===== config.mk =====
export PLATFORM = sky130hd
export DESIGN_NAME = nqrf_cfg
export DESIGN_NICKNAME = d
export VERILOG_FILES = /design/src/hw/rtl/nqrf_pkg.sv /design/src/hw/rtl/nqrf_cfg.sv
export SDC_FILE = /design/constraint.sdc
export NUM_CORES = 1
export LEC_CHECK = 0
export ABC_AREA = 1
export BUFFER_PORTS_ARGS = -buffer_cell sky130_fd_sc_hd__buf_4
export CORE_AREA = 2 2 85 71
export DETAILED_ROUTE_END_ITERATION = 10
export DIE_AREA = 0 0 87 73
export PLACE_DENSITY = 0.64
export SYNTH_ARGS = -nofsm -noshare
export SYNTH_HDL_FRONTEND = slang
export SYNTH_SLANG_ARGS = --single-unit

===== constraint.sdc =====
create_clock -name aclk -period 1 [get_ports aclk]
set_clock_uncertainty 0.2 [all_clocks]
set_input_delay 0.15 -clock aclk [delete_from_list [all_inputs] [get_ports aclk]]
set_output_delay 0.15 -clock aclk [all_outputs]
set_load 0.1 [all_outputs]

===== src/hw/rtl/nqrf_pkg.sv =====
`timescale 1ns / 1ps
// ----------------------------------------------------------------------------
// nqrf_pkg
// Shared widths, codes and control types of the Newton quadratic root finder.
// ----------------------------------------------------------------------------
package nqrf_pkg;

    localparam int XW        = 32;   // Q16.16 estimate
    localparam int ITER_W    = 8;
    localparam int STAT_W    = 2;
    localparam int TOL_W     = 31;
    localparam int CFG_IDX_W = 1;
    localparam int CFG_DW    = 32;
    localparam int QUO_W     = 34;   // quotient bits resolved by the divider
    localparam int S_TDATA_W = 32;
    localparam int M_TDATA_W = 48;
    localparam int RES_W     = XW + ITER_W + STAT_W;

    localparam int MAX_ITER_LIMIT_DEF = 255;

    localparam logic [TOL_W-1:0]  TOL_RESET      = 31'd66;
    localparam logic [ITER_W-1:0] MAX_ITER_RESET = 8'd50;

    localparam logic [CFG_IDX_W-1:0] CFG_TOLERANCE = 1'b0;
    localparam logic [CFG_IDX_W-1:0] CFG_MAX_ITER  = 1'b1;

    localparam logic [STAT_W-1:0] ST_CONVERGED = 2'd0;
    localparam logic [STAT_W-1:0] ST_DERIV_ZERO = 2'd1;
    localparam logic [STAT_W-1:0] ST_LIMIT     = 2'd2;

    typedef struct packed {
        logic load;       // take the starting guess
        logic mul;        // square the estimate
        logic fx;         // form f(x), f'(x) magnitudes
        logic sat_chk;    // check for quotient overflow, preset quotient (all ones on overflow, else zero)
        logic div_step;   // one restoring division step
        logic upd;        // form saturated x_next
        logic commit;     // x <= x_next
        logic sel_xn;     // result comes from x_next
    } cmd_t;

    typedef struct packed {
        logic deriv_zero;
        logic quo_sat;
        logic step_small;
    } sts_t;

endpackage


===== src/hw/rtl/nqrf_cfg.sv =====
`timescale 1ns / 1ps
// ----------------------------------------------------------------------------
// nqrf_cfg
// Configuration registers: convergence tolerance and iteration limit.
// ----------------------------------------------------------------------------
module nqrf_cfg (
    input  logic                                aclk,
    input  logic                                aresetn,
    input  logic                                cfg_valid,
    output logic                                cfg_ready,
    input  logic [nqrf_pkg::CFG_IDX_W-1:0]      cfg_index,
    input  logic [nqrf_pkg::CFG_DW-1:0]         cfg_data,
    output logic [nqrf_pkg::TOL_W-1:0]          tolerance,
    output logic [nqrf_pkg::ITER_W-1:0]         max_iterations
);

    logic [nqrf_pkg::TOL_W-1:0]  tol_reg;
    logic [nqrf_pkg::ITER_W-1:0] max_iter_reg;

    assign cfg_ready      = 1'b1;
    assign tolerance      = tol_reg;
    assign max_iterations = max_iter_reg;

    always_ff @(posedge aclk) begin
        if (!aresetn) begin
            tol_reg      <= nqrf_pkg::TOL_RESET;
            max_iter_reg <= nqrf_pkg::MAX_ITER_RESET;
        end else if (cfg_valid && cfg_ready) begin
            case (cfg_index)
                nqrf_pkg::CFG_TOLERANCE: tol_reg <= cfg_data[nqrf_pkg::TOL_W-1:0];
                nqrf_pkg::CFG_MAX_ITER:  max_iter_reg <= cfg_data[nqrf_pkg::ITER_W-1:0];
                default: ;
            endcase
        end
    end

endmodule


* Word-level counts from Yosys, hierarchy flattened *
Index checks and enable logic that the tools add are counted.

operators by class
  reduce and logical (&&, ||, !) cells = 2
  bitwise gates (word level) = 1
  shifts and indexed selects = 0
  eq/ne operators = 0
  $add $sub $neg = 0
  div/mod/pow operators = 0
  order comparisons = 0
  multipliers = 0
  mux-type cells = 0

operators by type and width
  cell               count
  $reduce_and A2 Y1  2
  $not A1 Y1         1

storage, ports and cells
  memory bits (writable) = 0
  register bits after elaboration = 39
  bits in latches = 0
  input bits = 36
  memories = 0
  memory bits (read-only) = 0
  output and inout bits = 40

* Logic depth before layout (Yosys ltp) *
  depth in word-level cells = 2
  depth in mapped cells = 7
  depth with buffers taken out = 4

* Least setup slack after synthesis *
OpenSTA, ideal clock, no wires.

  path type = register to register
  start point = reg, netlist name max_iterations[0]
  end point = reg max_iter_reg, in the netlist max_iterations[0]
  cell stages (with the launch flop) = 3
  setup slack = -0.407 ns
  arrival time = 1.142 ns
  data required time = 0.735 ns
  path buffers = 0
  cell sequence = dfxtp_1 -> nor2_1 -> nor2_1

RTL lines
  what                  line            RTL
  end signal, assigned  nqrf_cfg.sv:27  max_iter_reg <= nqrf_pkg::MAX_ITER_RESET;
  end signal, assigned  nqrf_cfg.sv:31  nqrf_pkg::CFG_MAX_ITER: max_iter_reg <= cfg_data[nqrf_pkg::ITER_W-1:0];
  end, declared         nqrf_cfg.sv:18  logic [nqrf_pkg::ITER_W-1:0] max_iter_reg;

* Worst setup path after layout *
  start point = reg tol_reg, in the netlist tolerance[29]
  end point = out tolerance[29] (netlist bit)

RTL lines
  what                    line            RTL
  start, declared         nqrf_cfg.sv:17  logic [nqrf_pkg::TOL_W-1:0] tol_reg;
  start signal, assigned  nqrf_cfg.sv:26  tol_reg <= nqrf_pkg::TOL_RESET;
  start signal, assigned  nqrf_cfg.sv:30  nqrf_pkg::CFG_TOLERANCE: tol_reg <= cfg_data[nqrf_pkg::TOL_W-1:0];
  end, declared           nqrf_cfg.sv:13  output logic [nqrf_pkg::TOL_W-1:0] tolerance,

No word-level cell between the ends.

==> flow_summary.yaml <==
global_routing:
  grt_pass1_vias: 1567
  grt.total_usage_pct: 14.6
  grt_max_degree: 33
  antenna_found_initial: 0
  grt_pass1_wl_mm: 7.27
  grt_overflow: 0
clocking:
  clock_latency_ps: 280
  root_buffer: "clkbuf_8"
  clk_pin_slew_worst_paths_ps: 70
  cts.sinks: 39
  cts_buffer_depth: 2
  htree_levels: 2
  cts_tree: "done"
  cts_buffers: 5
routing:
  ant_nets: 0
  wire_per_inst_um: 11.8
  drc: 0
  drt_iter0_drc: 41
  wl_mm: 4.49
  vias: 1656
  dr.pass1.iters: 4
  via_per_inst: 4.36
worst_setup_path:
  cp-end-kind: "output pin"
  slowest_stage: "dfxtp_4"
  start_kind: "flip-flop"
  regToRegStartpoint: "max_iterations[2]$_SDFFE_PN0P_"
  cp_top_family: "flip-flops"
  reg2regPathDepth: 3
  path_class: "reg -> out"
  required_ps: 650
  reg2reg_slack_ps: 80
  cp_slowest_stage_delay_ps: 370
  r2r-end: "max_iterations[2]$_SDFFE_PN0P_"
  crit_fanout: 2
  cp_num_buf_inv: 1
  crit_chain: "buf_12"
  arrival_ps: 820
hold_path:
  hold_path_class: "in -> reg"
  min_path_cells: 3
  hold_start: "cfg_data[4]"
  whs_endpoint: "max_iterations[4]$_SDFFE_PN1P_"
sta:
  setup_viol: 39
  fin_tns_setup_ps: -6210
  worst_hold_slack_ps: -106
  final_max_slew_viol_count: 0
  fin_crit_sh_pct: 117
  rsz0062_at_grt: "true"
  finalWorstSetupSlack_ps: -170
  max_freq_mhz: 855
  min_period_ps: 1170
  hold_violations: 35
outcome:
  outcome: "finished, violations left"
  violations: "negative hold slack, negative setup slack"
floorplan:
  core_sq_mm: 0.00560
  io_pins: 76
  die_area_sq_mm: 0.00635
  fp.dieW_um: 87
  die_h_um: 73
  start_util_pct: 28.8
  rows: 25
synth:
  synth-seq-area-share_pct: 48.4
  synth_area_per_cell_sq_um: 6.83
  synth.distinct_cells: 13
  syn_inst: 236
  synth_seq_cells: 39
  synth_area_sq_mm: 0.00161
  syn_nets: 272
  synth_warnings: 0
power:
  power.density_mw_per_mm2: 1460
  power.leakage_uw: 0.00144
  ir_drop_mv: 0.519
  total_power_uw: 4380
final_layout:
  final_core_utilization_pct: 53.7
  multiInputGateArea_sq_um: 629
  num-fill-cells: 527
  fin_nets: 349
  area_growth_pct: 86.6
  seqCellArea_sq_um: 927
  n_antenna_cell: 0
  drive_above_1_share_pct: 42.2
place:
  dp_hpwl_mm: 2.97
  port_buffers: 73
  place.gp.congestion: 0.719
run:
  maxCapViolCount: 0
worst max-delay path by stage:
stage | startpoint | to | cells past startpoint
global route | tolerance[29]$_SDFFE_PN0P_ | tolerance[29] | 1
detailed placement | cfg_index | tolerance[18]$_SDFFE_PN0P_ | 6
finish | tolerance[29]$_SDFFE_PN0P_ | tolerance[29] | 1
floorplan | cfg_valid | tolerance[17]$_SDFFE_PN0P_ | 7
CTS | tolerance[7]$_SDFFE_PN0P_ | tolerance[7] | 1
global placement | cfg_index | tolerance[28]$_SDFFE_PN0P_ | 6
cell usage in the layout (no fill, tap or decap), types with 2 or more instances in the layout:
cell	n
nor2_1	68
buf_12	42
buf_4	41
dfxtp_4	39
nand2_1	38
nand3_1	35
inv_1	31
clkbuf_8	5
o21ai_0	4
dlygate4sd3_1	2
what timing repair did:
action / CTS / global route
hold endpoints to repair: 38 / 20
endpoints found under the setup margin: 39 / 46
resized for setup: 117 / 2
hold buffers: 4 / 1
setup buffers: 0 / 1
pin swaps: 0 / 1
synth_stat cells:
cell | count | area [sq um]
conb_1 | 1 | 3.75
buf_4 | 2 | 15.0
buf_6 | 2 | 22.5
o21ai_0 | 5 | 25.0
nor2_4 | 1 | 11.3
inv_1 | 31 | 116
clkbuf_1 | 2 | 7.51
dfxtp_1 | 39 | 781
inv_2 | 1 | 3.75
buf_2 | 9 | 45.0
nand3_1 | 36 | 180
nand2_1 | 39 | 146
nor2_1 | 68 | 255
sequential cells by signal (all words and copies together) (netlist names):
register        cells
tolerance          31
max_iterations      8
where the power goes:
group | switching, uW | internal, uW | total (uW)
sequential | 108 | 1630 | 1740
combinational | 1040 | 617 | 1660
clock | 519 | 464 | 983
total | 1670 | 2710 | 4380
cell families after synthesis:
group                  synth area share, %
AND/OR/NAND/NOR                       36.8
buffers and inverters                 13.0
flip-flops                            48.4
AO/OA/AOI/OAI                         1.55
other                                0.233
metal layers:
metal	wire length (um)	track usage, %	vias up
li1	-	-	858
met1	2020	18.6	751
met2	2200	24.2	42
met3	216	4.07	5
met4	53	4.17	0
met5	0	0	-
layout make-up:
class,instances,area share [%]
tap,67,2.79
clock inverter,2,0.291
inverter,32,4.07
timing repair buffer,85,38.8
clock buffer,5,2.29
sequential,39,30.8
multi-input combinational,150,20.9
per-stage QoR:
stage,hold slack (ps),instance area (sq um),worst slack [ps],cells
after floorplan,62.5,1770,2.42,236
after detailed placement,174,2410,-104,370
after global placement,164,2410,-98.5,370
final,-106,3010,-170,380
after CTS,-73.9,3020,-193,381
after global routing,-86.7,3010,-207,380
Note: power is estimated with default switching activity, not from simulation.
