### src/hw/rtl/nqrf_pkg.sv
`timescale 1ns / 1ps
// ----------------------------------------------------------------------------
// nqrf_pkg
// Shared widths, codes and control types of the Newton quadratic root finder.
// ----------------------------------------------------------------------------
package nqrf_pkg;

    localparam int XW        = 32;   // Q16.16 estimate
    localparam int ITER_W    = 8;
    localparam int STAT_W    = 2;
    localparam int TOL_W     = 31;
    localparam int CFG_IDX_W = 1;
    localparam int CFG_DW    = 32;
    localparam int QUO_W     = 34;   // quotient bits resolved by the divider
    localparam int S_TDATA_W = 32;
    localparam int M_TDATA_W = 48;
    localparam int RES_W     = XW + ITER_W + STAT_W;

    localparam int MAX_ITER_LIMIT_DEF = 255;

    localparam logic [TOL_W-1:0]  TOL_RESET      = 31'd66;
    localparam logic [ITER_W-1:0] MAX_ITER_RESET = 8'd50;

    localparam logic [CFG_IDX_W-1:0] CFG_TOLERANCE = 1'b0;
    localparam logic [CFG_IDX_W-1:0] CFG_MAX_ITER  = 1'b1;

    localparam logic [STAT_W-1:0] ST_CONVERGED = 2'd0;
    localparam logic [STAT_W-1:0] ST_DERIV_ZERO = 2'd1;
    localparam logic [STAT_W-1:0] ST_LIMIT     = 2'd2;

    typedef struct packed {
        logic load;       // take the starting guess
        logic mul;        // square the estimate
        logic fx;         // form f(x), f'(x) magnitudes
        logic sat_chk;    // check for quotient overflow, preset quotient (all ones on overflow, else zero)
        logic div_step;   // one restoring division step
        logic upd;        // form saturated x_next
        logic commit;     // x <= x_next
        logic sel_xn;     // result comes from x_next
    } cmd_t;

    typedef struct packed {
        logic deriv_zero;
        logic quo_sat;
        logic step_small;
    } sts_t;

endpackage

### src/hw/rtl/nqrf_ctrl.sv
`timescale 1ns / 1ps
// ----------------------------------------------------------------------------
// nqrf_ctrl
// Sequencer for the Newton iteration, input handshake and result register.
// ----------------------------------------------------------------------------
module nqrf_ctrl #(
    parameter int MAX_ITER_LIMIT = nqrf_pkg::MAX_ITER_LIMIT_DEF
) (
    input  logic                                aclk,
    input  logic                                aresetn,
    input  logic                                s_tvalid,
    output logic                                s_tready,
    output logic                                m_tvalid,
    input  logic                                m_tready,
    output logic [nqrf_pkg::M_TDATA_W-1:0]      m_tdata,
    input  logic [nqrf_pkg::ITER_W-1:0]         max_iterations,
    input  nqrf_pkg::sts_t                      sts,
    input  logic signed [nqrf_pkg::XW-1:0]      root,
    output nqrf_pkg::cmd_t                      cmd
);

    localparam int IW  = nqrf_pkg::ITER_W;
    localparam int SW  = nqrf_pkg::STAT_W;
    localparam int CW  = $clog2(nqrf_pkg::QUO_W);

    localparam logic [2:0] IDLE  = 3'd0;
    localparam logic [2:0] START = 3'd1;
    localparam logic [2:0] FX    = 3'd2;
    localparam logic [2:0] SAT   = 3'd3;
    localparam logic [2:0] DIV   = 3'd4;
    localparam logic [2:0] UPD   = 3'd5;
    localparam logic [2:0] CHK   = 3'd6;
    localparam logic [2:0] DONE  = 3'd7;

    logic [2:0]    state_reg, state_next;
    logic [IW-1:0] k_reg, k_next;
    logic [CW-1:0] cnt_reg, cnt_next;
    logic [IW-1:0] used_reg, used_next;
    logic [SW-1:0] stat_reg, stat_next;
    logic          sel_xn_reg, sel_xn_next;
    logic          m_valid_reg, m_valid_next;
    logic [nqrf_pkg::RES_W-1:0] m_res_reg, m_res_next;
    logic [IW-1:0] limit;
    logic          out_free;

    assign limit = (MAX_ITER_LIMIT < int'(max_iterations)) ? IW'(MAX_ITER_LIMIT)
                                                           : max_iterations;
    assign out_free = !m_valid_reg || m_tready;
    assign s_tready = (state_reg == IDLE);
    assign m_tvalid = m_valid_reg;
    assign m_tdata  = {{(nqrf_pkg::M_TDATA_W - nqrf_pkg::RES_W){1'b0}}, m_res_reg};

    always_comb begin
        state_next   = state_reg;
        k_next       = k_reg;
        cnt_next     = cnt_reg;
        used_next    = used_reg;
        stat_next    = stat_reg;
        sel_xn_next  = sel_xn_reg;
        m_valid_next = m_valid_reg;
        m_res_next   = m_res_reg;
        cmd          = '0;
        cmd.sel_xn   = sel_xn_reg;

        if (m_valid_reg && m_tready) begin
            m_valid_next = 1'b0;
        end

        case (state_reg)
            IDLE: begin
                if (s_tvalid) begin
                    cmd.load   = 1'b1;
                    k_next     = '0;
                    state_next = START;
                end
            end
            START: begin
                cmd.mul = 1'b1;
                if (k_reg == limit) begin
                    used_next   = limit;
                    stat_next   = nqrf_pkg::ST_LIMIT;
                    sel_xn_next = 1'b0;
                    state_next  = DONE;
                end else if (sts.deriv_zero) begin
                    used_next   = k_reg + 1'b1;
                    stat_next   = nqrf_pkg::ST_DERIV_ZERO;
                    sel_xn_next = 1'b0;
                    state_next  = DONE;
                end else begin
                    state_next = FX;
                end
            end
            FX: begin
                cmd.fx     = 1'b1;
                state_next = SAT;
            end
            SAT: begin
                cmd.sat_chk = 1'b1;
                cnt_next    = CW'(nqrf_pkg::QUO_W - 1);
                state_next  = sts.quo_sat ? UPD : DIV;
            end
            DIV: begin
                cmd.div_step = 1'b1;
                cnt_next     = cnt_reg - 1'b1;
                if (cnt_reg == '0) begin
                    state_next = UPD;
                end
            end
            UPD: begin
                cmd.upd    = 1'b1;
                state_next = CHK;
            end
            CHK: begin
                if (sts.step_small) begin
                    used_next   = k_reg + 1'b1;
                    stat_next   = nqrf_pkg::ST_CONVERGED;
                    sel_xn_next = 1'b1;
                    state_next  = DONE;
                end else begin
                    cmd.commit = 1'b1;
                    k_next     = k_reg + 1'b1;
                    state_next = START;
                end
            end
            DONE: begin
                if (out_free) begin
                    m_valid_next = 1'b1;
                    m_res_next   = {stat_reg, used_reg, root};
                    state_next   = IDLE;
                end
            end
            default: state_next = IDLE;
        endcase
    end

    always_ff @(posedge aclk) begin
        if (!aresetn) begin
            state_reg   <= IDLE;
            m_valid_reg <= 1'b0;
        end else begin
            state_reg   <= state_next;
            m_valid_reg <= m_valid_next;
        end
        k_reg      <= k_next;
        cnt_reg    <= cnt_next;
        used_reg   <= used_next;
        stat_reg   <= stat_next;
        sel_xn_reg <= sel_xn_next;
        m_res_reg  <= m_res_next;
    end

endmodule

### config.mk
export PLATFORM = sky130hd
export DESIGN_NAME = nqrf_ctrl
export DESIGN_NICKNAME = d
export VERILOG_FILES = /design/src/hw/rtl/nqrf_pkg.sv /design/src/hw/rtl/nqrf_ctrl.sv
export SDC_FILE = /design/constraint.sdc
export NUM_CORES = 1
export LEC_CHECK = 0
export ABC_AREA = 1
export BUFFER_PORTS_ARGS = -buffer_cell sky130_fd_sc_hd__buf_2
export CORE_MARGIN = 1
export CORE_UTILIZATION = 35
export DETAILED_ROUTE_END_ITERATION = 8
export SYNTH_ARGS = -nofsm -noshare
export SYNTH_HDL_FRONTEND = slang
export SYNTH_SLANG_ARGS = --single-unit
export TNS_END_PERCENT = 100
### constraint.sdc
create_clock -name aclk -period 4.1 [get_ports aclk]
set_input_delay 0.82 -clock aclk [delete_from_list [all_inputs] [get_ports aclk]]
set_output_delay 0.82 -clock aclk [all_outputs]
set_load 0.005 [all_outputs]
### After elaboration in Yosys (flattened, before gate mapping)

Index checks and enable logic that the tools add are counted.

* flip-flop bits (word level): 71
* bits of input ports: 47
* word-level logic and storage cells: 72

* reduce and logical (&&, ||, !) cells: 12
* $add $sub $neg: 2
* muxes and demuxes: 36
* equality and inequality tests: 14

Operator list (count)
* two-way mux 8 bit: 5
* one-hot mux 8 bit (2 select lines): 2
* one-hot mux 3 bit (8 select lines): 1
* two-way mux 3 bit: 6
* two-way mux 1 bit: 16
* equality test 3 bit, second input constant: 4
* one-hot mux 6 bit (2 select lines): 1
* inequality test 2 bit, second input constant: 5
* AND reduction 3 bit: 3
* adder 8 x 1 -> 8 bit, second input constant: 1
* equality test 8 bit: 1
* equality test 3 x 2 -> 1 bit, second input constant: 2
* logical NOT 6 bit: 1
* two-way mux 2 bit: 3
* nonzero test 2 bit: 3
* subtractor 6 x 1 -> 6 bit, second input constant: 1
* one-hot mux 2 bit (2 select lines): 1
* equality test 3 x 1 -> 1 bit, second input constant: 1
* logical NOT 3 bit: 1
* inequality test 3 bit, second input constant: 1
* one-hot mux 1 bit (2 select lines): 1
* AND reduction 2 bit: 1
* logical AND 1 bit: 1
* logical NOT 1 bit: 1
* logical OR 1 bit: 1

### Depth between registers and ports, before layout

Gate-level depths: netlist of run 1.

* depth after elaboration: 4
* mapped depth: 11
* depth with buffers taken out: 11

### Worst setup path after synthesis of run 1

No wires, ideal clock.

* kind: input -> register
* start: input port m_tready
* end: register m_res_reg[0] (netlist bit), enable pin
* path slack: 0.912 ns
* stages on the path: 3
* path buffers: 0
* arrival: 2.746 ns
* data required time: 3.657 ns
* cell sequence: or2_2 > inv_1 > nor2_1

* word-level cells in the longest chain between the ends: 2

Ends and longest elaborated chain
* start: declaration: line nqrf_ctrl.sv:14 `input logic m_tready,`
* logical OR 1 bit: line nqrf_ctrl.sv:48 `assign out_free = !m_valid_reg || m_tready;`
* AND reduction 2 bit (no source line)
* end signal: assignment: line nqrf_ctrl.sv:149 `m_res_reg <= m_res_next;`
* end: declaration: line nqrf_ctrl.sv:42 `logic [nqrf_pkg::RES_W-1:0] m_res_reg, m_res_next;`

Every way passes these cells.
A chain may end at the register's enable or synchronous reset.

==> summary.md, run 1 <==
Floorplanning
• 105 — number of top-level pins
• 36.9% — Starting Density
• 93.2 um — vertical die dimension
• 7890 um^2 — core box area
• 93.2 um — x dimension of the die
• 8690 um^2 — die footprint
• 32 — Placement Rows

Route
• 55 — DRC marker count from the first detailed-route iteration
• 1938 — total via count in the routed design
• 0 — number of remaining DRC errors
• 0 — antenna viol nets, final
• 7 — count of TritonRoute iterations in the first routing pass
• 4.28 — post-DR vias/cell
• 11.3 um — average wire length per cell after detail routing
• 5.12 mm — wirelength, routed

CTS
• 0 — Resized Gates After CTS
• sky130_fd_sc_hd__clkbuf_8 — library cell used as clock root buffer
• 9 — Num CTS Buffers
• 0.08 ns — clk slew on worst S/H paths
• 2 — maximum clock insertion buffer count
• 71 — number of clock sinks seen by CTS
• 0.34 ns — clock latency on the worst-skew pair
• 3 — total number of H-tree levels
• 0 — hold bufs inserted after CTS
• built — clock tree from TritonCTS
• 0 — Post-CTS Setup Bufs

Layout
• 633 um^2 — multi-input combinational cell area
• 731 — filler instances
• 396 — number of nets in the final layout
• 0 — Antenna Diode Count
• 36.8% — share of post-route cells with drive strength above 1
• 2090 um^2 — Sequential cell area
• 28.6% — relative area change from synthesis to final layout
• 42 — flip-flop count of the largest register, all copies and words added

Critical path
• reg -> out — type of the setup path with the least slack
• 1.44 ns — arrival time at the worst endpoint
• 2.15 ns — Reg2Reg Setup Slack
• flop — Worst setup SP type
• 11 — Max Fanout on Critical Path
• m_res_reg[33]$_DFFE_PP_ — worst r2r dst
• 2 — number of cells on the worst reg-to-reg path
• state_reg[0]$_SDFFE_PN0P_ — Critical R2R Launch
• primary output — crit end category
• 3.28 ns — Critical Path RT

GRT
• 0 — remaining global-route overflow
• 0 — initial antenna violation count
• 7.86 mm — wire length of the first global-routing pass
• 43 — largest net degree at the start of global routing
• 1734 — number of global-route vias before repair
• 12.3% — Total Routing Usage GR

Place
• 4.02 mm — DP HPWL
• 98 — port bufs
• 0.789 — Final Wtd Congestion

Logic synthesis
• 0 — number of warnings reported in the yosys synthesis log
• 24 — number of distinct library cell variants in the gate-level netlist after synthesis
• 2910 um^2 — area of the mapped netlist
• 71 — number of register bits inferred by synthesis
• 12.1 um^2 — synthesized area divided by synthesized cell count
• 71.9% — sequential cell area fraction in the yosys report
• 241 — post-synthesis instance total

Timing
• 0 ns — setup tns final
• 0 — final-report max-slew violation count
• 0 — endpoints failing hold
• 443 MHz — maximum operating frequency
• no — unrepaired setup endpoints after global routing
• 0.420 ns — Post-Route Hold Slack
• 30.1% — headroom to the max-slew limit
• 0.00902 ns — Worst Clk Skew
• 55.1% — share of the clock period used by the worst path after layout
• 0 — setup violators final
• 1.05 ns — transition time of the tightest slew-check pin
• 2.26 ns — shortest period the worst path allows

Pwr
• 547 nW/um^2 — power density over the cells
• 0.00163 uW — Leak Pwr
• 0.175 mV — largest vdd supply drop

Hold path
• stat_reg[1]$_SDFFCE_PN0P_ — min-delay src
• reg -> reg — worst hold path class
• 0 — Worst Hold Depth
• m_res_reg[41]$_DFFE_PP_ — Worst Hold Endpoint

Job
• 0 — max-cap check violation count

Run status
• complete, no violations — result of the run

## stage by stage
| stage | utilization (%) | instance area [um^2] | instances | setup WS [ns] | power (uW) |
|---|---|---|---|---|---|
| floorplan | - | 2930 | 246 | 0.912 | 1260 |
| finish | 47.5 | 3740 | 453 | 1.84 | 2050 |
| global route | 47.5 | 3740 | 453 | 1.74 | 2170 |
| CTS | 47.5 | 3740 | 453 | 1.82 | 2070 |
| global placement | 44.3 | 3490 | 437 | 1.82 | 1380 |
| detailed placement | 44.3 | 3490 | 437 | 1.82 | 1390 |
## metal layers
layer	part of all wire [%]	wire length, um	global-route usage (%)
met1	47	2430	15.6
met2	42	2170	18.4
met3	7.5	383	2.93
met4	2.7	137	8.59
met5	0	0	0
## power by group
part | switching (uW) | leakage (uW) | internal (uW) | total (uW)
clock | 270 | 0.000126 | 414 | 683
combinational | 248 | 0.000868 | 141 | 389
sequential | 58.3 | 0.000639 | 920 | 978
total | 576 | 0.00163 | 1470 | 2050
## layout by cell type (no fill, tap or decap)
cell	count
sky130_fd_sc_hd__buf_2	98
sky130_fd_sc_hd__edfxtp_1	67
sky130_fd_sc_hd__nand2_1	41
sky130_fd_sc_hd__inv_1	35
sky130_fd_sc_hd__nor2_1	26
sky130_fd_sc_hd__clkbuf_8	9
sky130_fd_sc_hd__nand3_1	8
sky130_fd_sc_hd__o21ai_0	8
sky130_fd_sc_hd__a21oi_1	6
sky130_fd_sc_hd__conb_1	6
sky130_fd_sc_hd__inv_2	5
sky130_fd_sc_hd__xor2_1	5
sky130_fd_sc_hd__o21ai_1	5
sky130_fd_sc_hd__xnor2_1	4
sky130_fd_sc_hd__dfxtp_1	4
sky130_fd_sc_hd__nor3_1	3
sky130_fd_sc_hd__ha_1	3
sky130_fd_sc_hd__bufinv_16	3
sky130_fd_sc_hd__nor2_2	2
sky130_fd_sc_hd__nor2_4	2
sky130_fd_sc_hd__a21oi_2	2
sky130_fd_sc_hd__o21ai_2	2
sky130_fd_sc_hd__inv_6	2
sky130_fd_sc_hd__nor3_2	1
sky130_fd_sc_hd__o22ai_1	1
sky130_fd_sc_hd__or2_2	1
sky130_fd_sc_hd__clkinv_4	1
sky130_fd_sc_hd__inv_8	1
## how the worst max path moves through the flow
stage,slack (ns),from,endpoint,cells after the start
global placement,1.82,m_tready,m_res_reg[21]$_DFFE_PP_,4
detailed placement,1.82,m_tready,m_res_reg[37]$_DFFE_PP_,4
floorplan,0.91,m_tready,m_res_reg[0]$_DFFE_PP_,3
CTS,1.82,state_reg[0]$_SDFFE_PN0P_,cmd[1],6
global route,1.74,state_reg[0]$_SDFFE_PN0P_,cmd[1],6
finish,1.84,state_reg[0]$_SDFFE_PN0P_,cmd[1],6
## layout make-up
type | count | share of cell area [%]
Clock buffer | 9 | 3.31
Clock inverter | 7 | 3.41
Inverter | 40 | 4.01
Multi-Input combinational cell | 126 | 16.9
Sequential cell | 71 | 55.9
Tap cell | 102 | 3.41
Timing Repair Buffer | 98 | 13.1
## critical path, stage by stage, from the launching register on
cell,delay [ns]
sky130_fd_sc_hd__dfxtp_1,0.49
sky130_fd_sc_hd__inv_2,0.08
sky130_fd_sc_hd__nand2_1,0.13
sky130_fd_sc_hd__nor2_4,0.06
sky130_fd_sc_hd__inv_2,0.17
sky130_fd_sc_hd__nor2_1,0.06
sky130_fd_sc_hd__buf_2,0.13
## cell usage after synthesis
library cell               count  area (um^2)
sky130_fd_sc_hd__nor2_2        2         12.5
sky130_fd_sc_hd__buf_2         2         10.0
sky130_fd_sc_hd__a21oi_1       6         30.0
sky130_fd_sc_hd__o21ai_2       2         17.5
sky130_fd_sc_hd__nand2_1      41          154
sky130_fd_sc_hd__dfxtp_1       4         80.1
sky130_fd_sc_hd__nor2_4        1         11.3
sky130_fd_sc_hd__edfxtp_1     67         2010
sky130_fd_sc_hd__o22ai_1       1         6.26
sky130_fd_sc_hd__xor2_1        5         43.8
sky130_fd_sc_hd__ha_1          3         37.5
sky130_fd_sc_hd__a21oi_2       2         17.5
sky130_fd_sc_hd__o21ai_0       8         40.0
sky130_fd_sc_hd__buf_4         7         52.6
sky130_fd_sc_hd__or2_2         1         6.26
sky130_fd_sc_hd__o21ai_1       5         25.0
sky130_fd_sc_hd__nor3_2        1         10.0
sky130_fd_sc_hd__inv_2         5         18.8
sky130_fd_sc_hd__nor2_1       27          101
sky130_fd_sc_hd__xnor2_1       4         35.0
sky130_fd_sc_hd__inv_1        35          131
sky130_fd_sc_hd__nor3_1        3         15.0
sky130_fd_sc_hd__nand3_1       8         40.0
sky130_fd_sc_hd__conb_1        1         3.75
## kinds of logic after synthesis
group / share of synthesized area, %
AOI/OAI and AO/OA: 4.68
xor gates and xnor gates: 2.71
adders and majority gates: 1.29
buffers and inverters: 7.31
DFF: 71.9
other: 0.129
and+or+nand+nor: 12.0
(Power assumes the default switching activity.)
==> run 2: changes to the inputs <==
- clock period: 4.1 -> 2.06 ns (I/O delays scaled with it)
==> summary.md, run 2 (synthesized netlist as in run 1, its figures left out) <==
Run status
• complete, no violations — result of the run

CTS
• 0.33 ns — clock latency on the worst-skew pair, about the same
• 9 — Num CTS Buffers, unchanged
• 2 — maximum clock insertion buffer count, unchanged
• 0 — hold bufs inserted after CTS, unchanged
• 3 — total number of H-tree levels, unchanged
• sky130_fd_sc_hd__clkbuf_8 — library cell used as clock root buffer
• 0 — Post-CTS Setup Bufs, unchanged
• built — clock tree from TritonCTS
• 0.08 ns — clk slew on worst S/H paths, about the same
• 71 — number of clock sinks seen by CTS, unchanged

Layout
• 741 — filler instances, +1.4%
• 28.9% — relative area change from synthesis to final layout
• sky130_fd_sc_hd__buf_2, sky130_fd_sc_hd__edfxtp_1, sky130_fd_sc_hd__nand2_1, sky130_fd_sc_hd__inv_1, sky130_fd_sc_hd__nor2_1 — commonest non-fill, non-tap cells in the layout
• 0 — Antenna Diode Count, unchanged
• 37.1% — share of post-route cells with drive strength above 1, +0.36 points
• 398 — number of nets in the final layout, +0.51%
• 42 — flip-flop count of the largest register, all copies and words added, unchanged
• 633 um^2 — multi-input combinational cell area, unchanged
• 47.6% — final core utilization, +0.095 points
• 2090 um^2 — Sequential cell area, unchanged
• sky130_fd_sc_hd__buf_2 — commonest non-fill, non-tap cell in the layout

GRT
• 43 — largest net degree at the start of global routing, unchanged
• 0 — initial antenna violation count, unchanged
• 12.5% — Total Routing Usage GR, +0.18 points
• 0 — remaining global-route overflow, unchanged
• 8.03 mm — wire length of the first global-routing pass, +2.2%
• 1695 — number of global-route vias before repair, -2.2%

Critical path
• primary output — crit end category
• reg -> out — type of the setup path with the least slack
• 2 — number of cells on the worst reg-to-reg path, unchanged
• 3 — CP Buf/Inv Count, unchanged
• sky130_fd_sc_hd__dfxtp_1 — CP max stage cell
• 1.65 ns — Critical Path RT, -1.63 ns
• 0.32 ns — peak per-stage delay on the critical path, -0.17 ns
• 5 — number of logic stages on the critical path including buffering, -1
• buffers and inverters — CP delay by family, top
• 6 — Max Fanout on Critical Path, -5
• buf_4 > nor3_1 > inv_1 > nor2_1 > buf_2 — ordered cell list for the critical path
• flop — Worst setup SP type
• 1.51 ns — arrival time at the worst endpoint, +0.07 ns

Timing
• 0 — setup violators final, unchanged
• 0.00857 ns — Worst Clk Skew, -0.000453 ns
• 1.05 ns — transition time of the tightest slew-check pin, +0.00162 ns
• 0 — endpoints failing hold, unchanged
• 0 — final-report max-slew violation count, unchanged
• 520 MHz — maximum operating frequency
• 30.0% — headroom to the max-slew limit, -0.11 points
• 1.92 ns — shortest period the worst path allows
• 0 ns — setup tns final, unchanged
• no — unrepaired setup endpoints after global routing
• 93.3% — share of the clock period used by the worst path after layout

Hold path
• in -> reg — worst hold path class
• 1 — Worst Hold Depth, +1

Route
• 11.5 um — average wire length per cell after detail routing, +1.6%
• 0 — number of remaining DRC errors, unchanged
• 5.22 mm — wirelength, routed, +2.1%
• 57 — DRC marker count from the first detailed-route iteration, +3.6%
• 0 — antenna viol nets, final, unchanged
• 4 — count of TritonRoute iterations in the first routing pass, -3
• 4.26 — post-DR vias/cell, -0.39%
• 1939 — total via count in the routed design, +0.052%

Pwr
• 0.00164 uW — Leak Pwr, +0.31%
• 1120 uW — net switching power of the design, +95%
• 2940 uW — Power Internal, +99%
• 1080 nW/um^2 — power density over the cells, +98%
• 47.6% — relative contribution of sequential cells to total power, about the same
• 32.5% — Clock Power Share, -0.8 points
• 0.382 mV — largest vdd supply drop, +120%
• 19.9% — combinational power share, +0.9 points
• 27.6% — Sw Share, -0.49 points

Floorplanning
• 36.9% — Starting Density, unchanged
• 8690 um^2 — die footprint, unchanged
• 105 — number of top-level pins, unchanged
• 32 — Placement Rows, unchanged
• 93.2 um — x dimension of the die, unchanged
• 93.2 um — vertical die dimension, unchanged
• 7890 um^2 — core box area, unchanged

Place
• 4.03 mm — DP HPWL, +0.39%
• 0.783 — Final Wtd Congestion, -0.75%
• 98 — port bufs, unchanged

Job
• 0 — max-cap check violation count, unchanged

run 2: through the flow:
| step | power [uW] | hold slack [ns] | cell area [um^2] | cells | setup WS [ns] |
|---|---|---|---|---|---|
| 6_report | 4060 | 0.252 | 3750 | 455 | 0.139 |
| 5_1_grt | 4300 | 0.223 | 3750 | 455 | 0.0173 |
| 4_1_cts | 4110 | 0.229 | 3750 | 455 | 0.117 |
| 3_5_place_dp | 2780 | 0.405 | 3510 | 439 | 0.185 |
| 3_3_place_gp | 2770 | 0.404 | 3510 | 439 | 0.193 |
| 2_1_floorplan | 2500 | 0.400 | 2940 | 246 | 0.351 |
run 2: power by group through the flow:
stage,Clock [uW],Sequential (uW),Combinational [uW]
after floorplan,0,1960,542
after global placement,0,1960,812
after detailed placement,0,1960,818
after CTS,1360,1930,820
after global routing,1430,1950,923
final,1320,1930,807
run 2: repair_timing:
action,CTS,global route
hold endpoints to repair,0,0
endpoints found under the setup margin,0,21
resized for setup,0,0
run 2: final timing paths:
check | from | to | slack, ns
hold / removal | root[1] | m_res_reg[1]$_DFFE_PP_ | 0.25
hold reg to reg | used_reg[7]$_DFFE_PP_ | m_res_reg[39]$_DFFE_PP_ | 0.42
setup / recovery | state_reg[0]$_SDFFE_PN0P_ | cmd[7] | 0.14
setup reg to reg | state_reg[1]$_SDFFE_PN0P_ | m_res_reg[21]$_DFFE_PP_ | 0.20
run 2: cell type report:
type / instances / area share [%]
flip-flops and latches: 71 / 55.8
clock buffers: 9 / 3.30
multi-input cells: 126 / 16.9
well taps: 102 / 3.40
inverters: 40 / 4.00
repair buffers: 100 / 13.5
clock inverters: 7 / 3.20
run 2: layer usage:
layer | routed length [um] | vias up | part of all wire [%] | global-route usage (%)
met5 | 0 | - | 0 | 0
met4 | 82 | 0 | 1.6 | 8.08
met3 | 372 | 8 | 7.1 | 3.17
met2 | 2250 | 92 | 43 | 18.5
met1 | 2510 | 842 | 48 | 16.2
li1 | - | 997 | - | -
==> run 3: changes to the inputs <==
- CORE_ASPECT_RATIO: default -> 1.5
==> summary.md, run 3 (synthesized netlist as in run 1, its figures left out) <==
Floorplanning
• 40 — Placement Rows, +25%
• 105 — number of top-level pins, unchanged
• 8700 um^2 — die footprint, about the same
• 8060 um^2 — core box area, +2.2%
• 114 um — vertical die dimension, +22%
• 36.1% — Starting Density, -0.78 points
• 76.5 um — x dimension of the die, -18%

Route
• 1922 — total via count in the routed design, -0.88%
• 0 — antenna viol nets, final, unchanged
• 5.03 mm — wirelength, routed, -3.7%
• 0 — number of remaining DRC errors, unchanged
• 4 — count of TritonRoute iterations in the first routing pass, unchanged
• 4.20 — post-DR vias/cell, -1.5%
• 11.0 um — average wire length per cell after detail routing, -4.4%
• 61 — DRC marker count from the first detailed-route iteration, +7.0%

Hold path
• 1 — Worst Hold Depth, unchanged
• in -> reg — worst hold path class

Place
• 98 — port bufs, unchanged
• 3520 um^2 — area of placed instances, +0.32%
• 0.809 — Final Wtd Congestion, +3.4%
• 443 — Placed Cells incl. Taps, +0.91%
• 3.90 mm — DP HPWL, -3.4%

CTS
• 0 — Resized Gates After CTS, unchanged
• 0.32 ns — clock latency on the worst-skew pair, about the same
• 71 — number of clock sinks seen by CTS, unchanged
• 3 — total number of H-tree levels, unchanged
• 9 — Num CTS Buffers, unchanged
• sky130_fd_sc_hd__clkbuf_16 — library cell used as clock root buffer
• 0 — hold bufs inserted after CTS, unchanged
• built — clock tree from TritonCTS
• 2 — maximum clock insertion buffer count, unchanged
• 0.05 ns — clk slew on worst S/H paths, -0.03 ns
• 0 — Post-CTS Setup Bufs, unchanged

Critical path
• flop — Worst setup SP type
• nand3_1 > nor2_4 — ordered cell list for the critical path
• sky130_fd_sc_hd__nor2_4 — CP max stage cell
• 1.99 ns — Critical Path RT, +0.34 ns
• 2 — number of cells on the worst reg-to-reg path, unchanged
• reg -> reg — type of the setup path with the least slack
• 42 — Max Fanout on Critical Path, +36
• 1.80 ns — arrival time at the worst endpoint, +0.29 ns
• 0.19 ns — Reg2Reg Setup Slack, about the same
• 0.84 ns — peak per-stage delay on the critical path, +0.52 ns
• flop — crit end category

Layout
• 458 — final standard cell count with taps included and fillers excluded, +0.66%
• 29.4% — relative area change from synthesis to final layout
• sky130_fd_sc_hd__buf_2, sky130_fd_sc_hd__edfxtp_1, sky130_fd_sc_hd__nand2_1, sky130_fd_sc_hd__inv_1, sky130_fd_sc_hd__nor2_1 — commonest non-fill, non-tap cells in the layout
• 0 — Antenna Diode Count, unchanged
• 788 — filler instances, +6.3%
• 3770 um^2 — final instance area, +0.43%
• 42 — flip-flop count of the largest register, all copies and words added, unchanged
• sky130_fd_sc_hd__buf_2 — commonest non-fill, non-tap cell in the layout
• 35.7% — share of post-route cells with drive strength above 1, -1.4 points
• 633 um^2 — multi-input combinational cell area, unchanged
• 399 — number of nets in the final layout, +0.25%
• 2090 um^2 — Sequential cell area, unchanged

GRT
• 12.7% — Total Routing Usage GR, +0.22 points
• 8.25 mm — wire length of the first global-routing pass, +2.8%
• 1808 — number of global-route vias before repair, +6.7%
• 1 — initial antenna violation count, +1
• 43 — largest net degree at the start of global routing, unchanged
• 0 — remaining global-route overflow, unchanged

Timing
• 0 — endpoints failing hold, unchanged
• 0 — final-report max-slew violation count, unchanged
• 1.87 ns — shortest period the worst path allows, -0.0487 ns
• 0.00715 ns — Worst Clk Skew, -0.00142 ns
• 28.2% — headroom to the max-slew limit, -1.8 points
• 0 ns — setup tns final, unchanged
• 0 — setup violators final, unchanged
• 1.07 ns — transition time of the tightest slew-check pin, +0.0271 ns
• 90.9% — share of the clock period used by the worst path after layout, -2.4 points
• no — unrepaired setup endpoints after global routing
• 0.267 ns — Post-Route Hold Slack, +0.0156 ns
• 534 MHz — maximum operating frequency, +2.6%

Pwr
• 0.00164 uW — Leak Pwr, +0.33%
• 1070 nW/um^2 — power density over the cells, -1.2%
• 0.453 mV — largest vdd supply drop, +19%

Run status
• complete, no violations — result of the run

Job
• 0 — max-cap check violation count, unchanged

[run 3: changes by cell type in the layout (fill, tap and decap cells not counted), moves of 3 or more]
cell,change
sky130_fd_sc_hd__clkbuf_16,+9
sky130_fd_sc_hd__clkbuf_1,+4
sky130_fd_sc_hd__clkbuf_8,-9
sky130_fd_sc_hd__bufinv_16,-3
[run 3: final timing paths]
| check | from | end |
|---|---|---|
| max | state_reg[1]$_SDFFE_PN0P_ | m_res_reg[41]$_DFFE_PP_ |
| min | root[15] | m_res_reg[15]$_DFFE_PP_ |
| max reg2reg | state_reg[1]$_SDFFE_PN0P_ | m_res_reg[41]$_DFFE_PP_ |
| min reg2reg | stat_reg[1]$_SDFFCE_PN0P_ | m_res_reg[41]$_DFFE_PP_ |
[run 3: per-layer routing]
layer | share of wire, % | up-vias | global-route usage [%]
met5 | 0.26 | - | 0
met4 | 1.3 | 2 | 6.92
met3 | 5.9 | 7 | 4.64
met1 | 43 | 847 | 14.6
li1 | - | 999 | -
met2 | 50 | 67 | 20.6
[run 3: area by class of cell]
| type | count | share of cell area (%) |
|---|---|---|
| Sequential cell | 71 | 55.5 |
| Multi-Input combinational cell | 126 | 16.8 |
| Timing Repair Buffer | 101 | 13.6 |
| Clock buffer | 13 | 6.37 |
| Inverter | 40 | 3.98 |
| Tap cell | 105 | 3.49 |
| Clock inverter | 2 | 0.232 |
[run 3: critical path: cells and delay by family (launching register included)]
family,cells,cell delay (ns)
AND/OR/NAND/NOR,2,1.03
flip-flops,1,0.42
[run 3: metrics by stage]
step / total power, uW / setup slack [ns] / utilization (%)
after floorplan: 2500 / 0.351 / -
after global placement: 2760 / 0.148 / 43.7
after detailed placement: 2780 / 0.123 / 43.7
after CTS: 4090 / 0.127 / 46.8
after global routing: 4290 / 0.00545 / 46.8
final: 4030 / 0.187 / 46.8
[run 3: where the power goes]
group          internal (uW)  switching (uW)  total [uW]
registers               1830             101        1940
logic                    302             501         803
clock network            801             488        1290
